`config.mk`:
```
export PLATFORM = sky130hd
export DESIGN_NAME = psrm_ctrl
export DESIGN_NICKNAME = d
export VERILOG_FILES = /design/src/assert_macros.svh /design/src/psrm_pkg.sv /design/src/psrm_ctrl.sv
export SDC_FILE = /design/constraint.sdc
export NUM_CORES = 1
export LEC_CHECK = 0
export BUFFER_PORTS_ARGS = -buffer_cell sky130_fd_sc_hd__buf_2
export CORE_ASPECT_RATIO = 0.8
export CORE_MARGIN = 5
export CORE_UTILIZATION = 40
export CTS_BUF_LIST = sky130_fd_sc_hd__clkbuf_8
export CTS_CLUSTER_DIAMETER = 30
export DETAILED_ROUTE_END_ITERATION = 16
export GPL_ROUTABILITY_DRIVEN = 0
export HOLD_SLACK_MARGIN = 0.1
export PLACE_DENSITY = 0.7
export SYNTH_ARGS = -nofsm -noshare
export SYNTH_HDL_FRONTEND = slang
export SYNTH_SLANG_ARGS = --single-unit
```
`constraint.sdc`:
```
create_clock -name i_clk -period 2.65 [get_ports i_clk]
set_input_delay 0 -clock i_clk [delete_from_list [all_inputs] [get_ports i_clk]]
set_output_delay 0 -clock i_clk [all_outputs]
set_load 0.02 [all_outputs]
```
`src/assert_macros.svh`:
```
// ----------------------------------------------------------------------------
// Assertion macros
// Shared concurrent assertion forms for the particle stream ring manager.
// ----------------------------------------------------------------------------
`ifndef ASSERT_MACROS_SVH
`define ASSERT_MACROS_SVH
`ifndef SYNTHESIS
`define PSRM_ASSERT(lbl, prop) \
    lbl: assert property (@(posedge i_clk) disable iff (!i_rst_n) (prop)) \
        else $error("assertion failed");
`define PSRM_ASSERT_NEXT(lbl, ante, cons) \
    lbl: assert property (@(posedge i_clk) disable iff (!i_rst_n) (ante) |=> (cons)) \
        else $error("assertion failed");
`else
`define PSRM_ASSERT(lbl, prop)
`define PSRM_ASSERT_NEXT(lbl, ante, cons)
`endif
`endif

```
`src/psrm_pkg.sv`:
```
// ----------------------------------------------------------------------------
// Particle stream ring manager package
// Types, constants and helper functions shared by the block's modules.
// ----------------------------------------------------------------------------
package psrm_pkg;

    localparam int RING_SLOTS_DEF = 16;
    localparam int SEED_W          = 128;
    localparam logic [31:0] FRAME_TIME = 32'd1092;
    localparam logic [23:0] LIFE_RST   = 24'd65536;
    localparam logic [31:0] COUNT_MAX  = 32'h7FFF_FFFF;
    localparam logic [31:0] COUNT_MIN  = 32'h8000_0000;

    typedef struct packed {
        logic [SEED_W-1:0] seed;
        logic [31:0]       count;
        logic [31:0]       rate;
        logic [31:0]       spacing;
        logic [31:0]       age;
    } t_entry;

    typedef enum logic [4:0] {
        CMD_NONE,
        CMD_LATCH,
        CMD_DIV_START,
        CMD_EMIT_OFF,
        CMD_EMIT_RATE,
        CMD_OPEN,
        CMD_WRITE,
        CMD_WRITE_NEXT,
        CMD_PTR_OLDEST,
        CMD_PTR_NEWEST,
        CMD_PTR_NEXT,
        CMD_AGE,
        CMD_LOAD,
        CMD_MUL_BIRTH,
        CMD_SET_BIRTH,
        CMD_MUL_DEATH,
        CMD_SET_DEAD,
        CMD_SUB_DEAD,
        CMD_MUL_BACK,
        CMD_PULL_AGE,
        CMD_JUMP_START,
        CMD_SEED_LOAD,
        CMD_RETIRE,
        CMD_EMIT
    } t_dp_cmd;

    typedef struct packed {
        logic open_req;
        logic full;
        logic live_zero;
        logic emitting;
        logic idx_last;
        logic div_busy;
        logic age_gt_life;
        logic keep;
        logic jump_busy;
        logic out_busy;
    } t_dp_status;

    function automatic logic [SEED_W-1:0] seed_step(input logic [SEED_W-1:0] s);
        logic [31:0] t;
        logic [31:0] s0;
        logic [31:0] s1;
        logic [31:0] s2;
        logic [31:0] s3;
        t  = s[127:96];
        s0 = {t[30:0], t[4] ^ t[22]};
        s1 = s[63:32] ^ s0;
        s2 = s[95:64] ^ s1;
        s3 = t ^ s2;
        return {s3, s2, s1, s0};
    endfunction

    function automatic logic [31:0] plus_one_sat(input logic [31:0] hi);
        return (hi >= COUNT_MAX) ? COUNT_MAX : hi + 32'd1;
    endfunction

endpackage

```
`src/psrm_ctrl.sv`:
```
// ----------------------------------------------------------------------------
// Particle stream ring controller
// Sequences one frame tick through the datapath by command and status.
// ----------------------------------------------------------------------------
module psrm_ctrl (
    input  logic                 i_clk,
    input  logic                 i_rst_n,
    input  logic                 i_in_valid,
    output logic                 o_in_ready,
    input  psrm_pkg::t_dp_status i_st,
    output psrm_pkg::t_dp_cmd    o_cmd
);
    import psrm_pkg::*;

    localparam logic [4:0] S_IDLE     = 5'd0;
    localparam logic [4:0] S_DECIDE   = 5'd1;
    localparam logic [4:0] S_DIV      = 5'd2;
    localparam logic [4:0] S_WR_NEW   = 5'd3;
    localparam logic [4:0] S_CHK_LIVE = 5'd4;
    localparam logic [4:0] S_AG_RD    = 5'd5;
    localparam logic [4:0] S_AG_LD    = 5'd6;
    localparam logic [4:0] S_AG_WR    = 5'd7;
    localparam logic [4:0] S_NW_SEL   = 5'd8;
    localparam logic [4:0] S_NW_RD    = 5'd9;
    localparam logic [4:0] S_NW_LD    = 5'd10;
    localparam logic [4:0] S_NW_MUL   = 5'd11;
    localparam logic [4:0] S_NW_SET   = 5'd12;
    localparam logic [4:0] S_NW_WR    = 5'd13;
    localparam logic [4:0] S_OD_PTR   = 5'd14;
    localparam logic [4:0] S_OD_RD    = 5'd15;
    localparam logic [4:0] S_OD_LD    = 5'd16;
    localparam logic [4:0] S_OD_CHK   = 5'd17;
    localparam logic [4:0] S_OD_DEAD  = 5'd18;
    localparam logic [4:0] S_OD_SUB   = 5'd19;
    localparam logic [4:0] S_OD_DEC   = 5'd20;
    localparam logic [4:0] S_OD_PULL  = 5'd21;
    localparam logic [4:0] S_OD_JUMP  = 5'd22;
    localparam logic [4:0] S_OD_JWAIT = 5'd23;
    localparam logic [4:0] S_OD_WR    = 5'd24;
    localparam logic [4:0] S_OD_RET   = 5'd25;
    localparam logic [4:0] S_LS_PTR   = 5'd26;
    localparam logic [4:0] S_LS_RD    = 5'd27;
    localparam logic [4:0] S_LS_WAIT  = 5'd28;
    localparam logic [4:0] S_LS_NEXT  = 5'd29;

    logic [4:0] r_state;
    logic [4:0] n_state;

    assign o_in_ready = (r_state == S_IDLE);

    always_comb begin
        n_state = r_state;
        o_cmd   = CMD_NONE;
        unique case (r_state)
            S_IDLE: begin
                if (i_in_valid) begin
                    o_cmd   = CMD_LATCH;
                    n_state = S_DECIDE;
                end
            end
            S_DECIDE: begin
                if (i_st.open_req && !i_st.full) begin
                    o_cmd   = CMD_DIV_START;
                    n_state = S_DIV;
                end else if (i_st.open_req) begin
                    o_cmd   = CMD_EMIT_OFF;
                    n_state = S_CHK_LIVE;
                end else begin
                    o_cmd   = CMD_EMIT_RATE;
                    n_state = S_CHK_LIVE;
                end
            end
            S_DIV: begin
                if (!i_st.div_busy) begin
                    o_cmd   = CMD_OPEN;
                    n_state = S_WR_NEW;
                end
            end
            S_WR_NEW: begin
                o_cmd   = CMD_WRITE;
                n_state = S_CHK_LIVE;
            end
            S_CHK_LIVE: begin
                if (i_st.live_zero) begin
                    n_state = S_IDLE;
                end else begin
                    o_cmd   = CMD_PTR_OLDEST;
                    n_state = S_AG_RD;
                end
            end
            S_AG_RD: n_state = S_AG_LD;
            S_AG_LD: begin
                o_cmd   = CMD_AGE;
                n_state = S_AG_WR;
            end
            S_AG_WR: begin
                o_cmd   = CMD_WRITE_NEXT;
                n_state = i_st.idx_last ? S_NW_SEL : S_AG_RD;
            end
            S_NW_SEL: begin
                if (i_st.emitting) begin
                    o_cmd   = CMD_PTR_NEWEST;
                    n_state = S_NW_RD;
                end else begin
                    n_state = S_OD_PTR;
                end
            end
            S_NW_RD: n_state = S_NW_LD;
            S_NW_LD: begin
                o_cmd   = CMD_LOAD;
                n_state = S_NW_MUL;
            end
            S_NW_MUL: begin
                o_cmd   = CMD_MUL_BIRTH;
                n_state = S_NW_SET;
            end
            S_NW_SET: begin
                o_cmd   = CMD_SET_BIRTH;
                n_state = S_NW_WR;
            end
            S_NW_WR: begin
                o_cmd   = CMD_WRITE;
                n_state = S_OD_PTR;
            end
            S_OD_PTR: begin
                o_cmd   = CMD_PTR_OLDEST;
                n_state = S_OD_RD;
            end
            S_OD_RD: n_state = S_OD_LD;
            S_OD_LD: begin
                o_cmd   = CMD_LOAD;
                n_state = S_OD_CHK;
            end
            S_OD_CHK: begin
                if (i_st.age_gt_life) begin
                    o_cmd   = CMD_MUL_DEATH;
                    n_state = S_OD_DEAD;
                end else begin
                    n_state = S_LS_PTR;
                end
            end
            S_OD_DEAD: begin
                o_cmd   = CMD_SET_DEAD;
                n_state = S_OD_SUB;
            end
            S_OD_SUB: begin
                o_cmd   = CMD_SUB_DEAD;
                n_state = S_OD_DEC;
            end
            S_OD_DEC: begin
                if (i_st.keep) begin
                    o_cmd   = CMD_MUL_BACK;
                    n_state = S_OD_PULL;
                end else begin
                    o_cmd   = CMD_RETIRE;
                    n_state = S_OD_RET;
                end
            end
            S_OD_PULL: begin
                o_cmd   = CMD_PULL_AGE;
                n_state = S_OD_JUMP;
            end
            S_OD_JUMP: begin
                o_cmd   = CMD_JUMP_START;
                n_state = S_OD_JWAIT;
            end
            S_OD_JWAIT: begin
                if (!i_st.jump_busy) begin
                    o_cmd   = CMD_SEED_LOAD;
                    n_state = S_OD_WR;
                end
            end
            S_OD_WR: begin
                o_cmd   = CMD_WRITE;
                n_state = S_LS_PTR;
            end
            S_OD_RET: n_state = i_st.live_zero ? S_IDLE : S_LS_PTR;
            S_LS_PTR: begin
                o_cmd   = CMD_PTR_OLDEST;
                n_state = S_LS_RD;
            end
            S_LS_RD: n_state = S_LS_WAIT;
            S_LS_WAIT: begin
                if (!i_st.out_busy) begin
                    o_cmd   = CMD_EMIT;
                    n_state = S_LS_NEXT;
                end
            end
            S_LS_NEXT: begin
                if (i_st.idx_last) begin
                    n_state = S_IDLE;
                end else begin
                    o_cmd   = CMD_PTR_NEXT;
                    n_state = S_LS_RD;
                end
            end
            default: n_state = S_IDLE;
        endcase
    end

    always_ff @(posedge i_clk) begin
        if (!i_rst_n) begin
            r_state <= S_IDLE;
        end else begin
            r_state <= n_state;
        end
    end

endmodule

```
== Yosys cells after proc, flatten, opt, wreduce, memory -nomap -nowiden ==
Cells that the tools add are included.
Storage, ports and cells
  RAM bits: 0
  bits in latches: 0
  ROM bits: 0
  bits in registers: 5
  logic and storage cells: 66
  memories kept: 0
  output and inout port bits: 6
  input bits: 13
Cells by class
  shifts and indexed selects: 0
  multiply operators: 0
  $add $sub $neg: 0
  reductions and logical operators: 7
  bitwise gates (word level): 0
  $lt $le $gt $ge: 0
  divide/modulo/power cells: 0
  equal/unequal tests: 33
  muxes and demuxes: 25
Operator list (count)
  case mux 5 bit (30 select lines): 1
  case mux 5 bit (21 select lines): 1
  equality test 5 bit (second input constant): 14
  equality test 5 x 4 -> 1 bit (second input constant): 8
  2-to-1 mux 5 bit: 8
  2-to-1 mux 4 bit: 7
  2-to-1 mux 3 bit: 7
  equality test 5 x 3 -> 1 bit (second input constant): 4
  equality test 5 x 2 -> 1 bit (second input constant): 2
  inequality test 2 bit (second input constant): 4
  equality test 5 x 1 -> 1 bit (second input constant): 1
  logical NOT 5 bit: 1
  AND reduction 4 bit: 1
  OR reduction 2 bit: 2
  OR reduction 3 bit: 1
  logical AND 1 bit: 1
  logical NOT 1 bit: 1
  2-to-1 mux 1 bit: 1

== Longest topological paths before layout ==
  word-level depth: 4
  gate-level depth with buffers: 6
  mapped depth without buffers: 4

== Worst setup path before layout ==
OpenSTA, ideal clock, no wires.
  kind: reg2out
  start point: register r_state[4]
  end point: output o_cmd[1]
  cell stages (with the launch flop): 7
  path slack: 1.214 ns
  data required time: 2.650 ns
  arrival time: 1.436 ns
  cells stage by stage: dfxtp_1 > buf_6 > buf_6 > or2_1 > o31ai_1 > o21ai_1 > a22oi_1
On the way
  word-level cells in the longest chain between the ends: 3
  elaborated cells on any way between the ends: 29
  classes of those cells: 24 x eq/ne; 1 x mux; 4 x reduce/logical
RTL lines
  from (decl): RTL line psrm_ctrl.sv:46  | logic [4:0] r_state;
  from (signal assigned): RTL line psrm_ctrl.sv:205  | r_state <= n_state;
  equality test 5 bit, or another cell as far along: RTL line psrm_ctrl.sv:54  | unique case (r_state)
  OR reduction 3 bit (no line) / OR reduction 2 bit (equally long branches)
  case mux 5 bit (21 select lines) (*): RTL line psrm_ctrl.sv:54
  to (decl): RTL line psrm_ctrl.sv:11  | output psrm_pkg::t_dp_cmd o_cmd
Mark *: on every way between the ends. The rest lies on a longest branch, timed or not.

== Final worst setup path ==
  start point: register r_state[1]
  end point: output o_cmd[3]
Same word-level chain as after synthesis.

==> flow_summary.json <==
{
  "status": "finished, final reports clean",
  "most-common-layout-cells": "buf_2 (18), a21oi_1 (17), o21ai_0 (14)",
  "clk_latency_ps": 220,
  "grt_overflow": 0,
  "ios": 19,
  "critPathLaunch": "r_state[1]",
  "finalPower_w": 0.000635,
  "finClkSkew_ps": 0.681,
  "grtUsageMet2_pct": 29.0,
  "cts_tree": "yes",
  "nets": 185,
  "synth_fp_nets": 172,
  "dr.pass1.iters": 4,
  "clock.fmax_mhz": 465,
  "r2r_slack_ps": 800,
  "antenna-diode-count": 0,
  "rr_endpoint": "r_state[3]",
  "met1_usage_pct": 24.9,
  "wl_per_cell_um": 16.6,
  "rsz0062_at_grt": "false",
  "regMostFlops": "r_state",
  "cts_made_buffers": 3,
  "largest_register_ffs": 5,
  "path_clk_slew_ps": 40,
  "io_buffers": 18,
  "yosysSeqAreaShare_pct": 9.56,
  "cp.required_ps": 2650,
  "synth-seq-cells": 5,
  "final_max_slew_viol_count": 0,
  "grt_busiest_layer": "met2",
  "synth.top_cell.area_share_pct": 9.56,
  "synth_area_leaders": "dfxtp_1 (9.6%), a21oi_1 (8.1%), nand2b_1 (7.2%)",
  "cp-end-kind": "output pin",
  "core_area_mm2": 0.00248,
  "slowest_stage": "dfxtp_1",
  "hold_end": "r_state[3]",
  "syn-instance-count": 159,
  "worst_slew_pin_slew_ps": 806,
  "grt_pass1_vias": 1176,
  "cp_data_arrival_time_ps": 2150,
  "root_buffer": "clkbuf_8",
  "synth_edf_count": 0,
  "die_y_um": 55.8,
  "dr_total_vias": 1317,
  "wl_mm": 3.44,
  "hold_depth": 4,
  "synth_top_area_cell": "dfxtp_1",
  "numClockSinks": 5,
  "synth_flop_cell": "dfxtp_1",
  "synth.cell_area_mm2": 0.00105,
  "crit_type": "reg -> out",
  "layout_commonest_cell": "buf_2",
  "finalSetupViolCount": 0,
  "reg.largest.list": "r_state (5)",
  "period_needed_ps": 2150,
  "area_growth_pct": 12.3,
  "ir_worst_vdd_mv": 0.324,
  "hold_path.class": "in -> reg",
  "drive_gt1_share_pct": 17.0,
  "p_per_area_mw_per_mm2": 540,
  "grt_max_degree": 29,
  "setup_tns_ps": 0,
  "initial_utilization_pct": 42.2,
  "dieArea_mm2": 0.00375,
  "cpPeakStageDelay_ps": 830,
  "h-tree-depth": 1,
  "max-slew-margin-rel_pct": 46.2,
  "hold_viol": 0,
  "drtAntennaViolNets": 0,
  "pre_cts_slack_ps": 820,
  "crit_chain": "inv_1 -> o21ai_0 -> a32oi_1 -> o311ai_1 -> buf_2",
  "r2r_start": "r_state[4]",
  "yosysWarnings": 0,
  "r2r_cells": 5,
  "hpwl_mm": 2.47,
  "avgViaCountPerCell": 6.36,
  "die_w_um": 67.2,
  "drv_cap": 0,
  "layout_worst_path_cycle_share_pct": 81.1,
  "grtUsageTotal_pct": 18.3,
  "antenna_found_initial": 0,
  "setup_ws_ps": 501,
  "drc": 0,
  "syn-mean-instance-area_um2": 6.59,
  "power.leakage_nw": 0.441,
  "std_cell_rows": 16,
  "use_met3_pct": 6.06,
  "drt_iter0_markers": 206,
  "cp_max_fo": 25,
  "critPathLaunchType": "flip-flop",
  "ys_types": 55,
  "hp-start": "i_st[4]",
  "grt_pass1_wl_mm": 5.55,
  "cts_buffer_depth": 2,
  "async_reset_ff_share_pct": 0
}
## logic make-up after synthesis
kind of cell	after synthesis	synth area share, %
simple gates	67	37.9
compound gates	65	41.0
flops	5	9.56
buf+inv	22	11.6
## area by class of cell
cell class,count,area (µm²)
clock buffer,3,41.3
clock inverter,1,3.75
fill,291,1310
inverter,6,22.5
multi-input combinational,132,826
sequential,5,100
tap,36,45.0
timing repair buffer,24,138
## stage by stage
step / area (µm²) / cells / hold WS (ps) / util (%)
5_1_grt: 1180 / 207 / 158 / 47.4
3_3_place_gp: 1120 / 202 / 297 / 45.2
6_report: 1180 / 207 / 160 / 47.4
2_1_floorplan: 1050 / 159 / 109 / -
4_1_cts: 1180 / 207 / 148 / 47.4
3_5_place_dp: 1120 / 202 / 304 / 45.2
## cell usage after synthesis, types with 2 or more instances
cell	n
a21oi_1	17
o21ai_0	14
nand2b_1	12
nor2_1	12
buf_2	10
nand2_1	8
nor3_1	7
a31oi_1	5
dfxtp_1	5
inv_1	5
a211oi_1	3
buf_4	3
nor3b_1	3
a311oi_1	2
a32oi_1	2
and3_1	2
and4_1	2
buf_6	2
nand3b_1	2
nor2b_1	2
o211a_1	2
o211ai_1	2
o21ai_1	2
o31ai_1	2
or3_1	2
or4_1	2
## critical path, delay by kind of cell, from the launching register on
| family | cells | cell delay [ps] |
|---|---|---|
| compound gates | 3 | 540 |
| flops | 1 | 830 |
| buf+inv | 2 | 550 |
## metal layers
metal  part of all wire (%)  wire (µm)
met4                   0.23          8
met5                      0          0
met3                    8.5        292
met2                     47       1620
met1                     44       1520
## repair_timing
item	4_1_cts	5_1_grt
hold endpoints to repair	2	0
buffers inserted	0	0
hold buffers	1	0
gates resized for setup	0	0
## worst max-delay path by stage
stage	to	cells past startpoint
6_report	o_cmd[3]	5
5_1_grt	o_cmd[3]	5
4_1_cts	o_cmd[3]	5
3_5_place_dp	o_cmd[3]	5
3_3_place_gp	r_state[2]	4
2_1_floorplan	o_cmd[1]	6
## where the power goes
| part | switching (W) | internal, W | total, W |
|---|---|---|---|
| logic | 0.000223 | 0.000137 | 0.000360 |
| registers | 0.0000527 | 0.0000866 | 0.000139 |
| clock network | 0.0000368 | 0.0000993 | 0.000136 |
No activity file was read; power rests on OpenSTA's default activity.
